[src/sv/page_table_walker_macros.svh]
// assertion macros for the page table walker
// expects clk and rst in the scope where the macros are used
`ifndef PAGE_TABLE_WALKER_MACROS_SVH
`define PAGE_TABLE_WALKER_MACROS_SVH

// check that holds in the same cycle as its condition
`define PTW_ASSERT_NOW(label, ante, cons) \
  label: assert property (@(posedge clk) disable iff (rst) (ante) |-> (cons)) \
    else $error("page_table_walker: same-cycle check failed");

// check that holds in the cycle after its condition
`define PTW_ASSERT_NEXT(label, ante, cons) \
  label: assert property (@(posedge clk) disable iff (rst) (ante) |=> (cons)) \
    else $error("page_table_walker: next-cycle check failed");

`endif

[src/sv/ptw_pkg.sv]
// shared types, constants and helper functions of the page table walker
// no dependencies; used by every module of the block
package ptw_pkg;

  localparam int PA_W       = 52;
  localparam int VA_W       = 57;
  localparam int ENTRY_W    = 64;
  localparam int IDX_W      = 9;
  localparam int CFG_IDX_W  = 1;
  localparam int CFG_DATA_W = 52;
  localparam int PHYS_ADDR_BITS_DEF = 52;

  typedef logic [PA_W-1:0] pa_t;
  typedef logic [VA_W-1:0] va_t;
  typedef logic [2:0]      level_t;

  // input beat kinds
  localparam logic KIND_REQUEST = 1'b0;
  localparam logic KIND_ENTRY   = 1'b1;

  // result beat kinds
  localparam logic RES_READ = 1'b0;
  localparam logic RES_DONE = 1'b1;

  // walk status
  localparam logic STATUS_MAPPED = 1'b0;
  localparam logic STATUS_ABSENT = 1'b1;

  // configuration register indexes
  localparam logic [CFG_IDX_W-1:0] REG_TABLE_ROOT = 1'b0;
  localparam logic [CFG_IDX_W-1:0] REG_FIVE_LEVEL = 1'b1;

  // table levels
  localparam level_t LVL_NONE = 3'd0;
  localparam level_t LVL_1    = 3'd1;
  localparam level_t LVL_2    = 3'd2;
  localparam level_t LVL_3    = 3'd3;
  localparam level_t LVL_4    = 3'd4;
  localparam level_t LVL_5    = 3'd5;

  // entry word bit positions
  localparam int ENTRY_PRESENT_BIT = 0;
  localparam int ENTRY_LARGE_BIT   = 7;

  localparam pa_t PAGE_MASK = 52'hFFF;

  typedef struct packed {
    logic                 kind;
    logic [VA_W-1:0]      virtual_address;
    logic [ENTRY_W-1:0]   entry_word;
  } ptw_in_t;

  typedef struct packed {
    logic       result_kind;
    pa_t        read_address;
    pa_t        physical_address;
    level_t     page_level;
    logic       status;
  } ptw_out_t;

  // walk context carried between beats
  typedef struct packed {
    logic   busy;
    level_t level;
    va_t    sva;
    pa_t    table_base;
  } walk_state_t;

  // page offset mask for a mapping that ends at a level
  function automatic pa_t offset_mask(input level_t level);
    pa_t m;
    case (level)
      LVL_2:   m = 52'h1FFFFF;
      LVL_3:   m = 52'h3FFFFFFF;
      LVL_4:   m = 52'h7FFFFFFFFF;
      LVL_5:   m = 52'hFFFFFFFFFFFF;
      default: m = PAGE_MASK;
    endcase
    return m;
  endfunction

  // 9-bit table index of a virtual address at a level
  function automatic logic [IDX_W-1:0] level_index(input va_t va, input level_t level);
    logic [IDX_W-1:0] idx;
    case (level)
      LVL_1:   idx = va[20:12];
      LVL_2:   idx = va[29:21];
      LVL_3:   idx = va[38:30];
      LVL_4:   idx = va[47:39];
      LVL_5:   idx = va[56:48];
      default: idx = '0;
    endcase
    return idx;
  endfunction

endpackage

[src/sv/ptw_step.sv]
// one walk step: next walk context and result beat for one input beat
// depends on ptw_pkg
module ptw_step #(
  parameter int PHYS_ADDR_BITS = ptw_pkg::PHYS_ADDR_BITS_DEF
) (
  input  ptw_pkg::ptw_in_t            item,
  input  ptw_pkg::walk_state_t        walk,
  input  logic                        five_level,
  input  logic [PHYS_ADDR_BITS-1:0]   table_root,
  output ptw_pkg::walk_state_t        walk_next,
  output logic                        emit,
  output ptw_pkg::ptw_out_t           result
);

  localparam ptw_pkg::pa_t PHYS_MASK =
    ptw_pkg::pa_t'((65'd1 << PHYS_ADDR_BITS) - 65'd1);

  ptw_pkg::pa_t    entry_addr;
  ptw_pkg::pa_t    om;
  ptw_pkg::pa_t    mapped_pa;
  ptw_pkg::level_t start_level;
  ptw_pkg::level_t down_level;
  ptw_pkg::pa_t    start_read;
  ptw_pkg::pa_t    down_read;
  logic            present;
  logic            big_page;
  logic            in_range;

  // entry decode
  assign entry_addr = item.entry_word[ptw_pkg::PA_W-1:0] & PHYS_MASK;
  assign present    = item.entry_word[ptw_pkg::ENTRY_PRESENT_BIT];
  assign in_range   = (walk.level >= ptw_pkg::LVL_1) && (walk.level <= ptw_pkg::LVL_5);
  assign big_page   = item.entry_word[ptw_pkg::ENTRY_LARGE_BIT]
                      && (walk.level != ptw_pkg::LVL_1)
                      && ((walk.level != ptw_pkg::LVL_4) || five_level);

  // final address: page base from the entry plus the virtual offset
  assign om        = ptw_pkg::offset_mask(walk.level);
  assign mapped_pa = ((entry_addr & ~om) + (walk.sva[ptw_pkg::PA_W-1:0] & om)) & PHYS_MASK;

  // entry read at the top table for a new request
  assign start_level = five_level ? ptw_pkg::LVL_5 : ptw_pkg::LVL_4;
  assign start_read  = ((ptw_pkg::pa_t'(table_root) & PHYS_MASK & ~ptw_pkg::PAGE_MASK)
                        + ptw_pkg::pa_t'({ptw_pkg::level_index(item.virtual_address,
                                                               start_level), 3'b000}))
                       & PHYS_MASK;

  // entry read one level down, in the table the entry points to
  assign down_level = walk.level - 3'd1;
  assign down_read  = ((entry_addr & ~ptw_pkg::PAGE_MASK)
                       + ptw_pkg::pa_t'({ptw_pkg::level_index(walk.sva, down_level),
                                         3'b000})) & PHYS_MASK;

  // step decision
  always_comb begin
    walk_next               = walk;
    emit                    = 1'b0;
    result.result_kind      = ptw_pkg::RES_READ;
    result.read_address     = '0;
    result.physical_address = '0;
    result.page_level       = walk.level;
    result.status           = ptw_pkg::STATUS_MAPPED;
    if (item.kind == ptw_pkg::KIND_REQUEST) begin
      walk_next.busy       = 1'b1;
      walk_next.sva        = item.virtual_address;
      walk_next.level      = start_level;
      walk_next.table_base = ptw_pkg::pa_t'(table_root);
      emit                 = 1'b1;
      result.read_address  = start_read;
      result.page_level    = start_level;
    end else if (walk.busy) begin
      if (!in_range) begin
        walk_next.busy  = 1'b0;
        walk_next.level = ptw_pkg::LVL_NONE;
      end else if (!present) begin
        walk_next.busy     = 1'b0;
        emit               = 1'b1;
        result.result_kind = ptw_pkg::RES_DONE;
        result.status      = ptw_pkg::STATUS_ABSENT;
      end else if (walk.level == ptw_pkg::LVL_1 || big_page) begin
        walk_next.busy          = 1'b0;
        emit                    = 1'b1;
        result.result_kind      = ptw_pkg::RES_DONE;
        result.physical_address = mapped_pa;
      end else begin
        walk_next.table_base = entry_addr & ~ptw_pkg::PAGE_MASK;
        walk_next.level      = down_level;
        emit                 = 1'b1;
        result.read_address  = down_read;
        result.page_level    = down_level;
      end
    end
  end

endmodule

[src/sv/ptw_out_reg.sv]
// output register for result beats; frees the input side each cycle the beat moves
// depends on ptw_pkg
module ptw_out_reg (
  input  logic              clk,
  input  logic              rst,
  input  logic              load,
  input  ptw_pkg::ptw_out_t load_data,
  output logic              space,
  output logic              out_valid,
  input  logic              out_ready,
  output ptw_pkg::ptw_out_t out_data
);

  logic out_valid_next;

  // room for a new beat when empty or when the held beat leaves now
  assign space = !out_valid || out_ready;

  always_comb begin
    out_valid_next = out_valid;
    if (load) begin
      out_valid_next = 1'b1;
    end else if (out_ready) begin
      out_valid_next = 1'b0;
    end
  end

  // valid flag
  always_ff @(posedge clk) begin
    if (rst) begin
      out_valid <= 1'b0;
    end else begin
      out_valid <= out_valid_next;
    end
  end

  // payload
  always_ff @(posedge clk) begin
    if (load) begin
      out_data <= load_data;
    end
  end

endmodule

[src/sv/page_table_walker.sv]
// page table walker: four- or five-level radix table walk, one level per beat
// top level; depends on ptw_pkg, ptw_step, ptw_out_reg and page_table_walker_macros.svh
//
// usage
//   cfg_write/cfg_index/cfg_data set table_root (index 0) and five_level (index 1);
//   these are to be written while the walker is idle; the block does not enforce it.
//   in channel: a request beat (kind 0) starts a walk at the top table; each entry
//   beat (kind 1) returned from memory advances the walk by one level.
//   out channel: each beat gives either the next entry read or the finished
//   translation with its level and status. Entry beats while no walk is open
//   give no result; a request during a walk restarts it.
//   results are registered: a result appears in the cycle after its input beat is accepted.
//   throughput: one input beat per cycle; the only limit is the output register,
//   which takes a new beat whenever it is empty or its beat is taken that cycle.
//   receiver stall: the result is held, and in_ready drops until it is taken.
//   reset: clears the walk, the registers and the output register; in_ready is
//   high in the first cycle after reset.
`include "page_table_walker_macros.svh"

module page_table_walker #(
  parameter int PHYS_ADDR_BITS = ptw_pkg::PHYS_ADDR_BITS_DEF
) (
  input  logic                                clk,
  input  logic                                rst,
  input  logic                                cfg_write,
  input  logic [ptw_pkg::CFG_IDX_W-1:0]       cfg_index,
  input  logic [ptw_pkg::CFG_DATA_W-1:0]      cfg_data,
  input  logic                                in_valid,
  output logic                                in_ready,
  input  ptw_pkg::ptw_in_t                    in_data,
  output logic                                out_valid,
  input  logic                                out_ready,
  output ptw_pkg::ptw_out_t                   out_data
);

  logic [PHYS_ADDR_BITS-1:0] table_root;
  logic                      five_level;
  ptw_pkg::walk_state_t      walk;
  ptw_pkg::walk_state_t      walk_next;
  logic                      emit;
  ptw_pkg::ptw_out_t         step_result;
  logic                      accept;

  assign accept = in_valid && in_ready;

  // configuration registers
  always_ff @(posedge clk) begin
    if (rst) begin
      table_root <= '0;
      five_level <= 1'b0;
    end else if (cfg_write) begin
      case (cfg_index)
        ptw_pkg::REG_TABLE_ROOT: table_root <= cfg_data[PHYS_ADDR_BITS-1:0];
        ptw_pkg::REG_FIVE_LEVEL: five_level <= cfg_data[0];
        default: ;
      endcase
    end
  end

  // walk context
  always_ff @(posedge clk) begin
    if (rst) begin
      walk <= '0;
    end else if (accept) begin
      walk <= walk_next;
    end
  end

  ptw_step #(
    .PHYS_ADDR_BITS (PHYS_ADDR_BITS)
  ) u_step (
    .item       (in_data),
    .walk       (walk),
    .five_level (five_level),
    .table_root (table_root),
    .walk_next  (walk_next),
    .emit       (emit),
    .result     (step_result)
  );

  ptw_out_reg u_out (
    .clk       (clk),
    .rst       (rst),
    .load      (accept && emit),
    .load_data (step_result),
    .space     (in_ready),
    .out_valid (out_valid),
    .out_ready (out_ready),
    .out_data  (out_data)
  );

  // an open walk always sits at a real table level
  `PTW_ASSERT_NOW(a_busy_level, walk.busy, (walk.level >= ptw_pkg::LVL_1) && (walk.level <= ptw_pkg::LVL_5))

  // a request opens a walk and leaves a read beat behind
  `PTW_ASSERT_NEXT(a_request_read, accept && (in_data.kind == ptw_pkg::KIND_REQUEST), walk.busy && out_valid && (out_data.result_kind == ptw_pkg::RES_READ))

  // every result beat names a real level
  `PTW_ASSERT_NOW(a_out_level, out_valid, (out_data.page_level >= ptw_pkg::LVL_1) && (out_data.page_level <= ptw_pkg::LVL_5))

endmodule

[config.mk]
export PLATFORM = sky130hd
export DESIGN_NAME = page_table_walker
export DESIGN_NICKNAME = d
export VERILOG_FILES = /design/src/sv/ptw_pkg.sv /design/src/sv/ptw_step.sv /design/src/sv/ptw_out_reg.sv /design/src/sv/page_table_walker.sv
export VERILOG_INCLUDE_DIRS = /design/src /design/src/sv
export SDC_FILE = /design/constraint.sdc
export NUM_CORES = 1
export LEC_CHECK = 0
export BUFFER_PORTS_ARGS = -buffer_cell sky130_fd_sc_hd__buf_2
export CAP_MARGIN = 20
export CELL_PAD_IN_SITES_DETAIL_PLACEMENT = 1
export CELL_PAD_IN_SITES_GLOBAL_PLACEMENT = 1
export CORE_ASPECT_RATIO = 0.75
export CORE_MARGIN = 10
export CORE_UTILIZATION = 39
export DETAILED_ROUTE_END_ITERATION = 8
export PLACE_DENSITY = 0.83
export SLEW_MARGIN = 25
export SYNTH_ARGS = -nofsm -noshare
export SYNTH_HDL_FRONTEND = slang
export SYNTH_SLANG_ARGS = --single-unit
[constraint.sdc]
create_clock -name clk -period 6.16 [get_ports clk]
set_clock_uncertainty 0.05 [all_clocks]
set_input_delay 0 -clock clk [delete_from_list [all_inputs] [get_ports clk]]
set_output_delay 0 -clock clk [all_outputs]
set_load 0.02 [all_outputs]
==> results by group <==
Cells and area
  – Final #Nets: 1,876
  – Sequential Area: 5250 sq um
  – Share of cells above drive strength 1: 0.188
  – Fillers: 3,136
  – Syn-to-layout area delta: 40.4%
  – Core Util, Final: 0.561
  – Area of the multi-input gates: 5150 sq um

Pwr
  – Clock network power share: 0.415
  – Pint: 2.62 mW
  – Switch Pwr: 1.01 mW
  – Flop pwr share: 0.431
  – Power Total: 3.63 mW
  – P_leak: 6.14 nW
  – Sw frac: 0.278
  – Comb pwr share: 0.154
  – VDD IR max: 185 uV
  – Power per standard cell area: 238 nW/um^2

Die
  – Initial Util: 0.400
  – Die height: 165 um
  – Die Span X: 213 um
  – Row count: 52
  – Core Region: 27,200 sq um
  – Io pins: 291
  – Die Area: 35,000 sq um

Setup path
  – Critical path class: reg -> reg
  – Crit path max fanout: 17
  – Data arrival, critical path: 5.55 ns
  – Critical Path Start Type: register
  – Crit. End Element: register
  – Critical Path RT: 6.51 ns

Run status
  – Outcome: completed

Synth
  – Leading post-synthesis cells by cell area: edfxtp_1 29%, dfxtp_1 19%, nand2_1 9.5%
  – Most used DFF post-synth: edfxtp_1
  – Mapped Area: 10,900 sq um
  – Synthesized flop and latch total: 209
  – Warnings, synthesis: 0
  – Syn avg cell area: 8.79 sq um
  – Seq/Total Area, Yosys: 0.483
  – Post-Synthesis Cells: 1,236
  – Most frequent cell after synthesis: nand2_1
  – EDFF count, synth: 106
  – Area share of the leading cell type in the synthesized netlist: 0.293
  – Post-synth top cells: 275 x nand2_1, 157 x a21oi_1, 106 x edfxtp_1
  – Largest area contributor in the netlist: edfxtp_1
  – Async SR Flop Fraction: 0
  – Distinct cells, synth: 61

Global route
  – Antenna violations before repair: 6
  – Total track usage: 0.273
  – GRT overflow: 0
  – Vias in the first global route: 12,300
  – Largest net degree at the start of global routing: 92
  – First-pass GRT wire length: 74.2 mm

Worst hold path
  – HP Class: in -> reg

Timing
  – Slew at the pin closest to its max-slew limit: 1.03 ns
  – Post-layout min period: 5.19 ns
  – Final worst-path cycle share: 0.843
  – Hold Vio Cnt, Final: 0
  – Max-slew headroom: 0.311
  – Fmax: 193 MHz
  – Post-route setup TNS: 0 ns
  – Final WS setup: 0.966 ns
  – Setup violators final: 0
  – Slew Viols, Final: 0
  – RSZ-0062 raised after global routing: false

Clock tree
  – Post-CTS setup buffer count: 0
  – CTS Buffer Depth: 3
  – Post_cts resized: 0
  – CTS buffer count: 23
  – Sink Count: 209
  – Worst-path clk slew: 0.07 ns
  – CTS tree: yes
  – Root buf cell: clkbuf_16
  – H-tree levels: 1
  – Worst-Skew Late Latency: 0.55 ns

Route
  – DR DRC count: 0
  – DRT antenna net count: 0
  – Via count: 11,400
  – First DRT Iteration DRCs: 976
  – WL per Instance: 24.2 um
  – Routed vias/inst: 5.62
  – 1st-pass router iterations: 8
  – Drt total wl: 49.1 mm

Flow run
  – Max-capacitance violation count: 0

Placement
  – GP Congestion: 0.913
  – Dpl hpwl: 29.8 mm
  – Place WS: 1.25 ns
  – IO Port Bufs: 254
-- layer usage --
layer	track usage	part of all wire
met1	0.323	0.40
met5	0	0.00026
met4	0.123	0.045
met2	0.470	0.49
met3	0.0540	0.065
-- final timing paths --
| check | slack (ns) | depth (start not counted) | endpoint | start |
|---|---|---|---|---|
| hold / removal | 0.06 | 5 | table_root[44]$_SDFFE_PP0P_ | cfg_index |
| hold reg to reg | 0.40 | 2 | walk[55]$_SDFFE_PP0P_ | walk[55]$_SDFFE_PP0P_ |
| setup reg to reg | 0.97 | 15 | u_out.out_data[50]$_SDFFCE_PN0P_ | walk[111]$_SDFFE_PP0P_ |
| setup / recovery | 0.97 | 15 | u_out.out_data[50]$_SDFFCE_PN0P_ | walk[111]$_SDFFE_PP0P_ |
-- timing repair --
action / in CTS / in global routing
setup endpoints to repair: 0 / 0
hold buffers: 203 / 0
endpoints found under the hold margin: 157 / 0
-- sequential cells by signal, summed over array words and instances, names as in the netlist --
register / count
five_level: 1
table_root: 40
u_out.out_data: 106
u_out.out_valid: 1
walk: 61
-- cells in the final DEF, fill, tap and decap left out, types with 11 or more instances in the layout --
master / n
xor2_1: 13
o21a_1: 13
a21oi_1: 157
edfxtp_1: 106
inv_1: 55
a21o_1: 19
nand2_1: 275
dlygate4sd3_1: 203
o22ai_1: 50
buf_2: 252
buf_4: 11
nor2_1: 52
o21ai_0: 30
mux2i_1: 13
nand3_1: 14
nor2b_1: 13
xnor2_1: 16
clkbuf_16: 23
and2_1: 67
dfxtp_1: 103
a22oi_1: 11
ha_1: 41
-- kinds of logic (layout without fill, tap and decap cells) --
kind of cell / count (synthesis) / count (layout) / share of synthesized area
adder cells (fa/ha/maj): 42 / 42 / 0.0490
flip-flops: 209 / 209 / 0.483
AND/OR/NAND/NOR: 475 / 475 / 0.198
other: 1 / 10 / 0.000345
buffers and inverters: 133 / 565 / 0.0473
AO/OA/AOI/OAI: 333 / 333 / 0.187
XOR/XNOR: 29 / 29 / 0.0234
multiplexers: 14 / 14 / 0.0130
-- power groups by stage --
stage,sequential [mW],clock [mW],combinational [mW]
global route,1.57,1.57,0.601
global placement,1.58,0,0.423
floorplan,1.62,0,0.224
CTS,1.56,1.49,0.532
finish,1.56,1.51,0.558
detailed placement,1.59,0,0.433
-- layout make-up --
type,count,share of cell area
timing repair buffer,467,0.223
clock buffer,26,0.0391
clock inverter,16,0.0127
inverter,56,0.0139
multi-input combinational,897,0.338
sequential,209,0.344
tap,351,0.0288
antenna,6,0.000984
-- critical path, stage by stage, from the launching register on --
cell,delay [ns]
dfxtp_1,0.69
inv_1,0.25
nor2_1,0.50
a21o_1,0.31
a21oi_1,0.07
buf_4,0.21
and2_1,0.20
fa_1,0.44
a21oi_1,0.30
o21ai_0,0.17
a21oi_1,0.48
nor2_1,0.21
o21ai_0,0.35
a211oi_1,0.20
or4_1,0.47
nand2_1,0.12
-- through the flow --
stage	instance area [sq um]	hold WS, ns	std cells
2_1_floorplan	10900	0.0860	1239
3_3_place_gp	12400	0.190	1776
3_5_place_dp	12400	0.198	1776
4_1_cts	15200	0.0234	2021
5_1_grt	15300	0.0823	2027
6_report	15300	0.0639	2028
(Power assumes the default switching activity.)
